File: src/sv/ftl_pkg.sv
// ----------------------------------------------------------------------------
// ftl_pkg
// Shared types and constants of the forwarding table lookup core.
// ----------------------------------------------------------------------------
`default_nettype none

package ftl_pkg;

  localparam int unsigned TABLE_DEPTH = 16;
  localparam int unsigned IDX_W = (TABLE_DEPTH > 1) ? $clog2(TABLE_DEPTH) : 1;
  localparam int unsigned CNT_W = $clog2(TABLE_DEPTH + 1);

  localparam int unsigned ADDR_W  = 16;
  localparam int unsigned NB_W    = 8;
  localparam int unsigned DELAY_W = 16;
  localparam int unsigned COUNT_W = 5;

  localparam int unsigned CFG_IDX_W  = 2;
  localparam int unsigned CFG_DATA_W = 16;

  localparam logic [CFG_IDX_W-1:0] CFG_DEF_NEIGHBOR = 2'd0;
  localparam logic [CFG_IDX_W-1:0] CFG_DEF_VALID    = 2'd1;
  localparam logic [CFG_IDX_W-1:0] CFG_DEF_DELAY    = 2'd2;

  localparam logic CMD_LOOKUP = 1'b0;
  localparam logic CMD_INSERT = 1'b1;

  typedef enum logic [1:0] {
    STAT_OK   = 2'd0,
    STAT_DUP  = 2'd1,
    STAT_FULL = 2'd2
  } status_e;

  typedef enum logic [2:0] {
    ST_IDLE = 3'b001,
    ST_SCAN = 3'b010,
    ST_DONE = 3'b100
  } state_e;

  typedef struct packed {
    logic [ADDR_W-1:0]  address;
    logic [NB_W-1:0]    neighbor_id;
    logic [DELAY_W-1:0] entry_delay;
  } entry_t;

endpackage

`default_nettype wire

File: src/sv/ftl_req_if.sv
// ----------------------------------------------------------------------------
// ftl_req_if
// Request channel: command, address and the mapping carried by an insert.
// ----------------------------------------------------------------------------
`default_nettype none

interface ftl_req_if import ftl_pkg::*; ();
  logic               valid;
  logic               ready;
  logic               command;
  logic [ADDR_W-1:0]  address;
  logic [NB_W-1:0]    neighbor_id;
  logic [DELAY_W-1:0] entry_delay;

  modport source (output valid, command, address, neighbor_id, entry_delay, input ready);
  modport sink   (input valid, command, address, neighbor_id, entry_delay, output ready);
endinterface

`default_nettype wire

File: src/sv/ftl_rsp_if.sv
// ----------------------------------------------------------------------------
// ftl_rsp_if
// Response channel: next hop, delay, hit flag, status and entry count.
// ----------------------------------------------------------------------------
`default_nettype none

interface ftl_rsp_if import ftl_pkg::*; ();
  logic               valid;
  logic               ready;
  logic [NB_W-1:0]    next_hop;
  logic               next_hop_valid;
  logic [DELAY_W-1:0] hop_delay;
  logic               hit;
  logic [1:0]         status;
  logic [COUNT_W-1:0] entry_count;

  modport source (output valid, next_hop, next_hop_valid, hop_delay, hit, status,
                  entry_count, input ready);
  modport sink   (input valid, next_hop, next_hop_valid, hop_delay, hit, status,
                  entry_count, output ready);
endinterface

`default_nettype wire

File: src/sv/forwarding_table_lookup_core.sv
// ----------------------------------------------------------------------------
// forwarding_table_lookup_core
// Exact-match forwarding table with a default route, scanned one entry a cycle.
// ----------------------------------------------------------------------------
//  channel   dir  handshake          contents
//  req_i     in   valid / ready      command, address, neighbor_id, entry_delay
//  rsp_o     out  valid / ready      next_hop, next_hop_valid, hop_delay, hit,
//                                    status, entry_count
//  cfg       in   cfg_we_i           cfg_idx_i, cfg_data_i (write only)
//
//  a request runs from accept through the scan (skipped when no entries) and
//  the finish step to idle; the scan compares k entries: the matching position
//  plus one, or the entry count on a miss (at most TABLE_DEPTH); one comparator
//  walks the entry ram whose registered read port delivers one entry a cycle.
//  reset clears the count and the default route; table contents need no clear.
//  a stalled response holds; a new request is taken while it waits, and the
//  finish step waits for the response register to be free.
// ----------------------------------------------------------------------------
`default_nettype none

module forwarding_table_lookup_core import ftl_pkg::*; (
  input  wire logic                  clk_i,
  input  wire logic                  rst_ni,
  ftl_req_if.sink                    req_i,
  ftl_rsp_if.source                  rsp_o,
  input  wire logic                  cfg_we_i,
  input  wire logic [CFG_IDX_W-1:0]  cfg_idx_i,
  input  wire logic [CFG_DATA_W-1:0] cfg_data_i
);

  state_e state_q, state_d;

  logic [NB_W-1:0]    def_nb_q;
  logic               def_valid_q;
  logic [DELAY_W-1:0] def_delay_q;

  logic [CNT_W-1:0]   count_q;
  logic [IDX_W-1:0]   idx_q;

  logic               cmd_q;
  logic [ADDR_W-1:0]  addr_q;
  logic [NB_W-1:0]    nb_q;
  logic [DELAY_W-1:0] dl_q;
  logic               hit_q;
  logic [NB_W-1:0]    found_nb_q;
  logic [DELAY_W-1:0] found_dl_q;

  logic               out_valid_q;
  logic [NB_W-1:0]    out_nb_q;
  logic               out_nbv_q;
  logic [DELAY_W-1:0] out_dl_q;
  logic               out_hit_q;
  status_e            out_status_q;
  logic [CNT_W-1:0]   out_count_q;

  logic               accept;
  logic               out_free;
  logic               finish;
  logic               full;
  logic               do_write;
  logic               match;
  logic               last;
  logic [IDX_W-1:0]   raddr;
  entry_t             wr_entry;
  entry_t             rd_entry;

  assign accept   = req_i.valid && req_i.ready;
  assign out_free = !out_valid_q || rsp_o.ready;
  assign finish   = (state_q == ST_DONE) && out_free;
  assign full     = count_q >= CNT_W'(TABLE_DEPTH);
  assign do_write = finish && (cmd_q == CMD_INSERT) && !hit_q && !full;
  assign match    = rd_entry.address == addr_q;
  assign last     = (CNT_W'(idx_q) + CNT_W'(1)) == count_q;
  assign raddr    = (state_q == ST_IDLE) ? '0 : idx_q + IDX_W'(1);

  assign req_i.ready = (state_q == ST_IDLE);

  assign wr_entry.address     = addr_q;
  assign wr_entry.neighbor_id = nb_q;
  assign wr_entry.entry_delay = dl_q;

  ftl_ram #(
    .WIDTH ($bits(entry_t)),
    .DEPTH (TABLE_DEPTH)
  ) u_ram (
    .clk_i   (clk_i),
    .we_i    (do_write),
    .waddr_i (count_q[IDX_W-1:0]),
    .wdata_i (wr_entry),
    .raddr_i (raddr),
    .rdata_o (rd_entry)
  );

  // sequencer
  always_comb begin
    state_d = state_q;
    case (state_q)
      ST_IDLE: begin
        if (accept) begin
          state_d = (count_q == '0) ? ST_DONE : ST_SCAN;
        end
      end
      ST_SCAN: begin
        if (match || last) begin
          state_d = ST_DONE;
        end
      end
      ST_DONE: begin
        if (out_free) begin
          state_d = ST_IDLE;
        end
      end
      default: state_d = ST_IDLE;
    endcase
  end

  always_ff @(posedge clk_i or negedge rst_ni) begin
    if (!rst_ni) begin
      state_q     <= ST_IDLE;
      count_q     <= '0;
      out_valid_q <= 1'b0;
      def_nb_q    <= '0;
      def_valid_q <= 1'b0;
      def_delay_q <= '0;
    end else begin
      state_q <= state_d;
      if (do_write) begin
        count_q <= count_q + CNT_W'(1);
      end
      if (finish) begin
        out_valid_q <= 1'b1;
      end else if (rsp_o.ready) begin
        out_valid_q <= 1'b0;
      end
      if (cfg_we_i) begin
        case (cfg_idx_i)
          CFG_DEF_NEIGHBOR: def_nb_q    <= cfg_data_i[NB_W-1:0];
          CFG_DEF_VALID:    def_valid_q <= cfg_data_i[0];
          CFG_DEF_DELAY:    def_delay_q <= cfg_data_i[DELAY_W-1:0];
          default: ;
        endcase
      end
    end
  end

  // request capture and scan datapath
  always_ff @(posedge clk_i) begin
    if (accept) begin
      cmd_q  <= req_i.command;
      addr_q <= req_i.address;
      nb_q   <= req_i.neighbor_id;
      dl_q   <= req_i.entry_delay;
      hit_q  <= 1'b0;
      idx_q  <= '0;
    end else if (state_q == ST_SCAN) begin
      idx_q <= idx_q + IDX_W'(1);
      if (match) begin
        hit_q      <= 1'b1;
        found_nb_q <= rd_entry.neighbor_id;
        found_dl_q <= rd_entry.entry_delay;
      end
    end
  end

  // response register
  always_ff @(posedge clk_i) begin
    if (finish) begin
      out_hit_q   <= hit_q;
      out_count_q <= do_write ? count_q + CNT_W'(1) : count_q;
      if (cmd_q == CMD_INSERT) begin
        out_nb_q  <= '0;
        out_nbv_q <= 1'b0;
        out_dl_q  <= '0;
        if (hit_q) begin
          out_status_q <= STAT_DUP;
        end else if (full) begin
          out_status_q <= STAT_FULL;
        end else begin
          out_status_q <= STAT_OK;
        end
      end else begin
        out_status_q <= STAT_OK;
        if (hit_q) begin
          out_nb_q  <= found_nb_q;
          out_nbv_q <= 1'b1;
          out_dl_q  <= found_dl_q;
        end else begin
          out_nb_q  <= def_valid_q ? def_nb_q : '0;
          out_nbv_q <= def_valid_q;
          out_dl_q  <= def_delay_q;
        end
      end
    end
  end

  assign rsp_o.valid          = out_valid_q;
  assign rsp_o.next_hop       = out_nb_q;
  assign rsp_o.next_hop_valid = out_nbv_q;
  assign rsp_o.hop_delay      = out_dl_q;
  assign rsp_o.hit            = out_hit_q;
  assign rsp_o.status         = out_status_q;
  assign rsp_o.entry_count    = COUNT_W'(out_count_q);

  // checks
  a_count_bound: assert property (@(posedge clk_i) disable iff (!rst_ni)
    count_q <= CNT_W'(TABLE_DEPTH))
    else $error("entry count above table depth");

  a_count_step: assert property (@(posedge clk_i) disable iff (!rst_ni)
    !$stable(count_q) |-> (count_q == $past(count_q) + CNT_W'(1)))
    else $error("entry count moved by other than one");

  a_scan_range: assert property (@(posedge clk_i) disable iff (!rst_ni)
    (state_q == ST_SCAN) |-> (CNT_W'(idx_q) < count_q))
    else $error("scan index beyond stored entries");

  a_reject_no_route: assert property (@(posedge clk_i) disable iff (!rst_ni)
    (rsp_o.valid && (rsp_o.status != STAT_OK)) |-> !rsp_o.next_hop_valid)
    else $error("rejected insert carries a route");

endmodule

`default_nettype wire

File: src/sv/ftl_ram.sv
// ----------------------------------------------------------------------------
// ftl_ram
// Generic single-write, single-read RAM with registered read data.
// ----------------------------------------------------------------------------
`default_nettype none

module ftl_ram #(
  parameter int unsigned WIDTH = 8,
  parameter int unsigned DEPTH = 16
) (
  input  wire logic                                   clk_i,
  input  wire logic                                   we_i,
  input  wire logic [((DEPTH > 1) ? $clog2(DEPTH) : 1)-1:0] waddr_i,
  input  wire logic [WIDTH-1:0]                       wdata_i,
  input  wire logic [((DEPTH > 1) ? $clog2(DEPTH) : 1)-1:0] raddr_i,
  output logic      [WIDTH-1:0]                       rdata_o
);

  logic [WIDTH-1:0] mem_q [DEPTH];

  always_ff @(posedge clk_i) begin
    if (we_i) begin
      mem_q[waddr_i] <= wdata_i;
    end
    rdata_o <= mem_q[raddr_i];
  end

endmodule

`default_nettype wire

File: src/flat_wrapper.sv
// flat-port wrapper written by rule: the top's interface ports become plain ports
module forwarding_table_lookup_core_flat import ftl_pkg::*;
  (clk_i, rst_ni, cfg_we_i, cfg_idx_i, cfg_data_i, req_i_valid, req_i_command, req_i_address, req_i_neighbor_id, req_i_entry_delay, req_i_ready, rsp_o_valid, rsp_o_next_hop, rsp_o_next_hop_valid, rsp_o_hop_delay, rsp_o_hit, rsp_o_status, rsp_o_entry_count, rsp_o_ready);
  ftl_req_if req_i_i ();
  ftl_rsp_if rsp_o_i ();
  input  wire logic clk_i;
  input  wire logic rst_ni;
  input  wire logic cfg_we_i;
  input  wire logic [CFG_IDX_W-1:0] cfg_idx_i;
  input  wire logic [CFG_DATA_W-1:0] cfg_data_i;
  input wire logic [$bits(req_i_i.valid)-1:0] req_i_valid;
  input wire logic [$bits(req_i_i.command)-1:0] req_i_command;
  input wire logic [$bits(req_i_i.address)-1:0] req_i_address;
  input wire logic [$bits(req_i_i.neighbor_id)-1:0] req_i_neighbor_id;
  input wire logic [$bits(req_i_i.entry_delay)-1:0] req_i_entry_delay;
  output wire logic [$bits(req_i_i.ready)-1:0] req_i_ready;
  output wire logic [$bits(rsp_o_i.valid)-1:0] rsp_o_valid;
  output wire logic [$bits(rsp_o_i.next_hop)-1:0] rsp_o_next_hop;
  output wire logic [$bits(rsp_o_i.next_hop_valid)-1:0] rsp_o_next_hop_valid;
  output wire logic [$bits(rsp_o_i.hop_delay)-1:0] rsp_o_hop_delay;
  output wire logic [$bits(rsp_o_i.hit)-1:0] rsp_o_hit;
  output wire logic [$bits(rsp_o_i.status)-1:0] rsp_o_status;
  output wire logic [$bits(rsp_o_i.entry_count)-1:0] rsp_o_entry_count;
  input wire logic [$bits(rsp_o_i.ready)-1:0] rsp_o_ready;
  assign req_i_i.valid = req_i_valid;
  assign req_i_i.command = req_i_command;
  assign req_i_i.address = req_i_address;
  assign req_i_i.neighbor_id = req_i_neighbor_id;
  assign req_i_i.entry_delay = req_i_entry_delay;
  assign req_i_ready = req_i_i.ready;
  assign rsp_o_valid = rsp_o_i.valid;
  assign rsp_o_next_hop = rsp_o_i.next_hop;
  assign rsp_o_next_hop_valid = rsp_o_i.next_hop_valid;
  assign rsp_o_hop_delay = rsp_o_i.hop_delay;
  assign rsp_o_hit = rsp_o_i.hit;
  assign rsp_o_status = rsp_o_i.status;
  assign rsp_o_entry_count = rsp_o_i.entry_count;
  assign rsp_o_i.ready = rsp_o_ready;
  forwarding_table_lookup_core u_core (.clk_i(clk_i), .rst_ni(rst_ni), .req_i(req_i_i), .rsp_o(rsp_o_i), .cfg_we_i(cfg_we_i), .cfg_idx_i(cfg_idx_i), .cfg_data_i(cfg_data_i));
endmodule
File: config.mk
export PLATFORM = sky130hd
export DESIGN_NAME = forwarding_table_lookup_core_flat
export DESIGN_NICKNAME = d
export VERILOG_FILES = /design/src/sv/ftl_pkg.sv /design/src/sv/ftl_req_if.sv /design/src/sv/ftl_rsp_if.sv /design/src/sv/forwarding_table_lookup_core.sv /design/src/sv/ftl_ram.sv /design/src/flat_wrapper.sv
export SDC_FILE = /design/constraint.sdc
export NUM_CORES = 1
export LEC_CHECK = 0
export BUFFER_PORTS_ARGS = -buffer_cell sky130_fd_sc_hd__buf_2
export CAP_MARGIN = 10
export CORE_ASPECT_RATIO = 0.6
export CORE_UTILIZATION = 37
export CTS_BUF_LIST = sky130_fd_sc_hd__clkbuf_4 sky130_fd_sc_hd__clkbuf_8 sky130_fd_sc_hd__clkbuf_16
export CTS_CLUSTER_SIZE = 25
export DETAILED_ROUTE_END_ITERATION = 8
export PLACE_DENSITY = 0.65
export SLEW_MARGIN = 10
export SYNTH_ARGS = -nofsm -noshare
export SYNTH_HDL_FRONTEND = slang
export SYNTH_HIERARCHICAL = 1
export SYNTH_SLANG_ARGS = --single-unit
File: constraint.sdc
create_clock -name clk_i -period 4.6 [get_ports clk_i]
set_input_delay 0.46 -clock clk_i [delete_from_list [all_inputs] [get_ports clk_i]]
set_output_delay 0.46 -clock clk_i [all_outputs]
set_load 0.05 [all_outputs]
==> results.json <==
{
  "path_class": "flop to flop",
  "synth_cell_types": 44,
  "fp.dieArea_sq_mm": 0.0831,
  "firstDrtPassIters": 5,
  "die_w_um": 372,
  "synthesis.nets": 1421,
  "clock_path_buffers": 3,
  "finalSetupTns_ps": 0,
  "place.gp.congestion": 0.735,
  "cts_made_buffers": 70,
  "r2r_cells": 5,
  "netlist_area_sq_mm": 0.0303,
  "ys.flop_type": "edfxtp_1",
  "drt-wirelength-per-cell_um": 23.9,
  "num_io_pins": 99,
  "synth_edf_count": 738,
  "nNetsFinal": 1587,
  "grt_max_degree": 109,
  "h-tree-depth": 3,
  "synthTopCellsByArea": "edfxtp_1 73%, mux4_2 7.4%, mux4_1 5.2%",
  "worstReg2RegEnd": "u_core/u_ram/mem_q[8][30]",
  "detail_route.wirelength_mm": 63.3,
  "drt_first_iter_violations": 1319,
  "finalMaxSlewViolations": 0,
  "grt_pass1_vias": 14295,
  "critPathLaunchType": "flop",
  "crit_path_max_incr_delay_ps": 920,
  "placed_cell_area_sq_mm": 0.0322,
  "synthArstFlopShare": 0.0416,
  "antenna_found_initial": 1,
  "required_ps": 4840,
  "hold_depth": 1,
  "root_buffer": "clkbuf_16",
  "ir_worst_vdd_mv": 0.370,
  "ys.warnings.count": 6,
  "viasPerCell": 5.29,
  "ys_seq_area_frac": 0.789,
  "worstReg2RegStart": "u_core/cmd_q",
  "max_slew_margin": 0.375,
  "die_h_um": 224,
  "route.detailed.drc": 0,
  "synth.avg_cell_area_sq_um": 22.4,
  "path_cells": "nand2b_1, nor4_4, nand3b_1, nor3_4, buf_4",
  "ys_ff_latch": 817,
  "period_needed_ps": 3420,
  "regToRegSetupSlack_ps": 1180,
  "yosysTopAreaCell": "edfxtp_1",
  "grt_usage": 0.154,
  "whs_ps": 25.7,
  "worstMarginPinSlew_ps": 935,
  "start_util": 0.378,
  "synthCells": 1354,
  "cp_slowest_cell": "edfxtp_1",
  "tritoncts": "done",
  "timing.final.crit_share": 0.744,
  "vias": 13991,
  "clkSinkCount": 817,
  "skew_ps": 25.7,
  "min_path_type": "input pin to flop",
  "clk-insertion-delay-late_ps": 630,
  "ant_nets": 0,
  "cts.hold.buffers_added": 25,
  "rsz0062_at_grt": "false",
  "cts_resized": 0,
  "clk_pin_slew_worst_paths_ps": 70,
  "end_kind": "flop",
  "p_leak_nw": 11.2,
  "synth_top_area_frac": 0.731,
  "max_cap_viol_count": 0,
  "arrival_ps": 3660,
  "critPathMaxFanout": 40,
  "drive_gt1_frac": 0.257,
  "final-hold-violation-count": 0,
  "final_cell_area_sq_mm": 0.0350,
  "grt_pass1_wl_mm": 93.6,
  "status": "finished clean",
  "place_hpwl_mm": 34.0,
  "setup_viol": 0,
  "overflow": 0,
  "areaGrowthSynthToFinish_pct": 15.4,
  "fmax_mhz": 292,
  "io_buffer_count": 98,
  "setup.worst_path.end": "u_core/u_ram/mem_q[8][30]",
  "fp.coreArea_sq_mm": 0.0803,
  "postCtsSetupBuffers": 0,
  "powerDensity_mw_per_mm2": 565,
  "synth_top_cells_by_count": "738 x edfxtp_1, 100 x mux4_2, 87 x a22oi_1",
  "yosysMostFrequentCell": "edfxtp_1",
  "row_count": 80,
  "worstSetupStartpoint": "u_core/cmd_q"
}
-- metal layers --
metal	track usage	share of wire	wire length [um]	vias up
li1	-	-	-	5990
met1	0.234	0.47	29800	7479
met4	0.0348	0.014	880	0
met5	0	0	0	-
met2	0.224	0.45	28200	453
met3	0.0334	0.071	4470	69
-- how the worst min path moves through the flow --
stage,startpoint,endpoint
2_1_floorplan,rst_ni,u_core/count_q[0]
3_3_place_gp,u_core/u_ram/rdata_o[1],u_core/found_dl_q[1]
3_5_place_dp,u_core/u_ram/rdata_o[1],u_core/found_dl_q[1]
4_1_cts,req_i_neighbor_id[0],u_core/nb_q[0]
5_1_grt,req_i_neighbor_id[0],u_core/nb_q[0]
6_report,req_i_neighbor_id[0],u_core/nb_q[0]
-- placed cells by master, fill, tap and decap left out, types with 3 or more instances in the layout --
master,n
nand2_1,47
mux4_1,60
and2_1,3
clkinv_1,9
mux2i_1,17
nor2_1,36
buf_4,24
clkbuf_8,7
mux2_2,25
inv_1,3
a22oi_1,87
clkbuf_16,73
nor2_4,14
nand3b_1,5
nor3_4,4
bufinv_16,10
clkinv_8,3
dlygate4sd3_1,25
nand4_1,5
clkinv_2,10
a21oi_1,3
dfrtp_1,33
ha_1,3
buf_12,9
xor2_1,4
clkbuf_4,13
buf_2,98
xnor2_1,22
edfxtp_1,738
o21ai_0,5
nor2b_1,3
nand2b_1,5
mux4_2,100
dfxtp_1,45
-- final cells by class --
class / count / area, sq um
flip-flops and latches: 817 / 23900
clock inverters: 36 / 469
multi-input cells: 471 / 6110
diodes: 2 / 5.00
well taps: 1066 / 1330
fillers: 6747 / 45300
repair buffers: 156 / 1100
clock buffers: 93 / 2020
inverters: 4 / 15.0
-- power by group --
part	internal (mW)	switching (mW)	total, mW
sequential	8.80	0.521	9.32
combinational	2.16	1.96	4.12
clock	3.69	2.64	6.32
-- flip-flops by register name, indices dropped and copies added (netlist names), 16 cells and up --
name                    flops
u_core/u_ram/mem_q        640
u_core/u_ram/rdata_o       40
u_core/addr_q              16
u_core/def_delay_q         16
u_core/dl_q                16
u_core/found_dl_q          16
u_core/rsp_o.hop_delay     16
-- logic make-up (layout without fill, tap and decap cells) --
| kind of cell | count (synthesis) | after routing | share of synthesized area |
|---|---|---|---|
| buf+inv | 66 | 289 | 0.0149 |
| compound gates | 100 | 100 | 0.0242 |
| fa+ha+maj | 3 | 3 | 0.00124 |
| flops | 817 | 817 | 0.789 |
| other cells | 0 | 2 | 0 |
| simple gates | 140 | 140 | 0.0219 |
| mux | 202 | 202 | 0.141 |
| xor+xnor | 26 | 26 | 0.00751 |
-- worst max-delay path: cells and delay by family, from the launching register on --
kind / cells / cell delay, ps
buffers and inverters: 1 / 720
DFF: 1 / 920
and+or+nand+nor: 4 / 1350
-- metrics by stage --
stage | power (mW) | utilization | cells | setup WS [ps]
6_report | 19.8 | 0.436 | 2645 | 1180
4_1_cts | 20.0 | 0.436 | 2643 | 1170
3_5_place_dp | 13.6 | 0.401 | 2489 | 1210
2_1_floorplan | 12.9 | - | 1354 | 700
3_3_place_gp | 13.6 | 0.401 | 2489 | 1250
5_1_grt | 20.5 | 0.436 | 2643 | 909
Power figures use the tool's default switching activity.
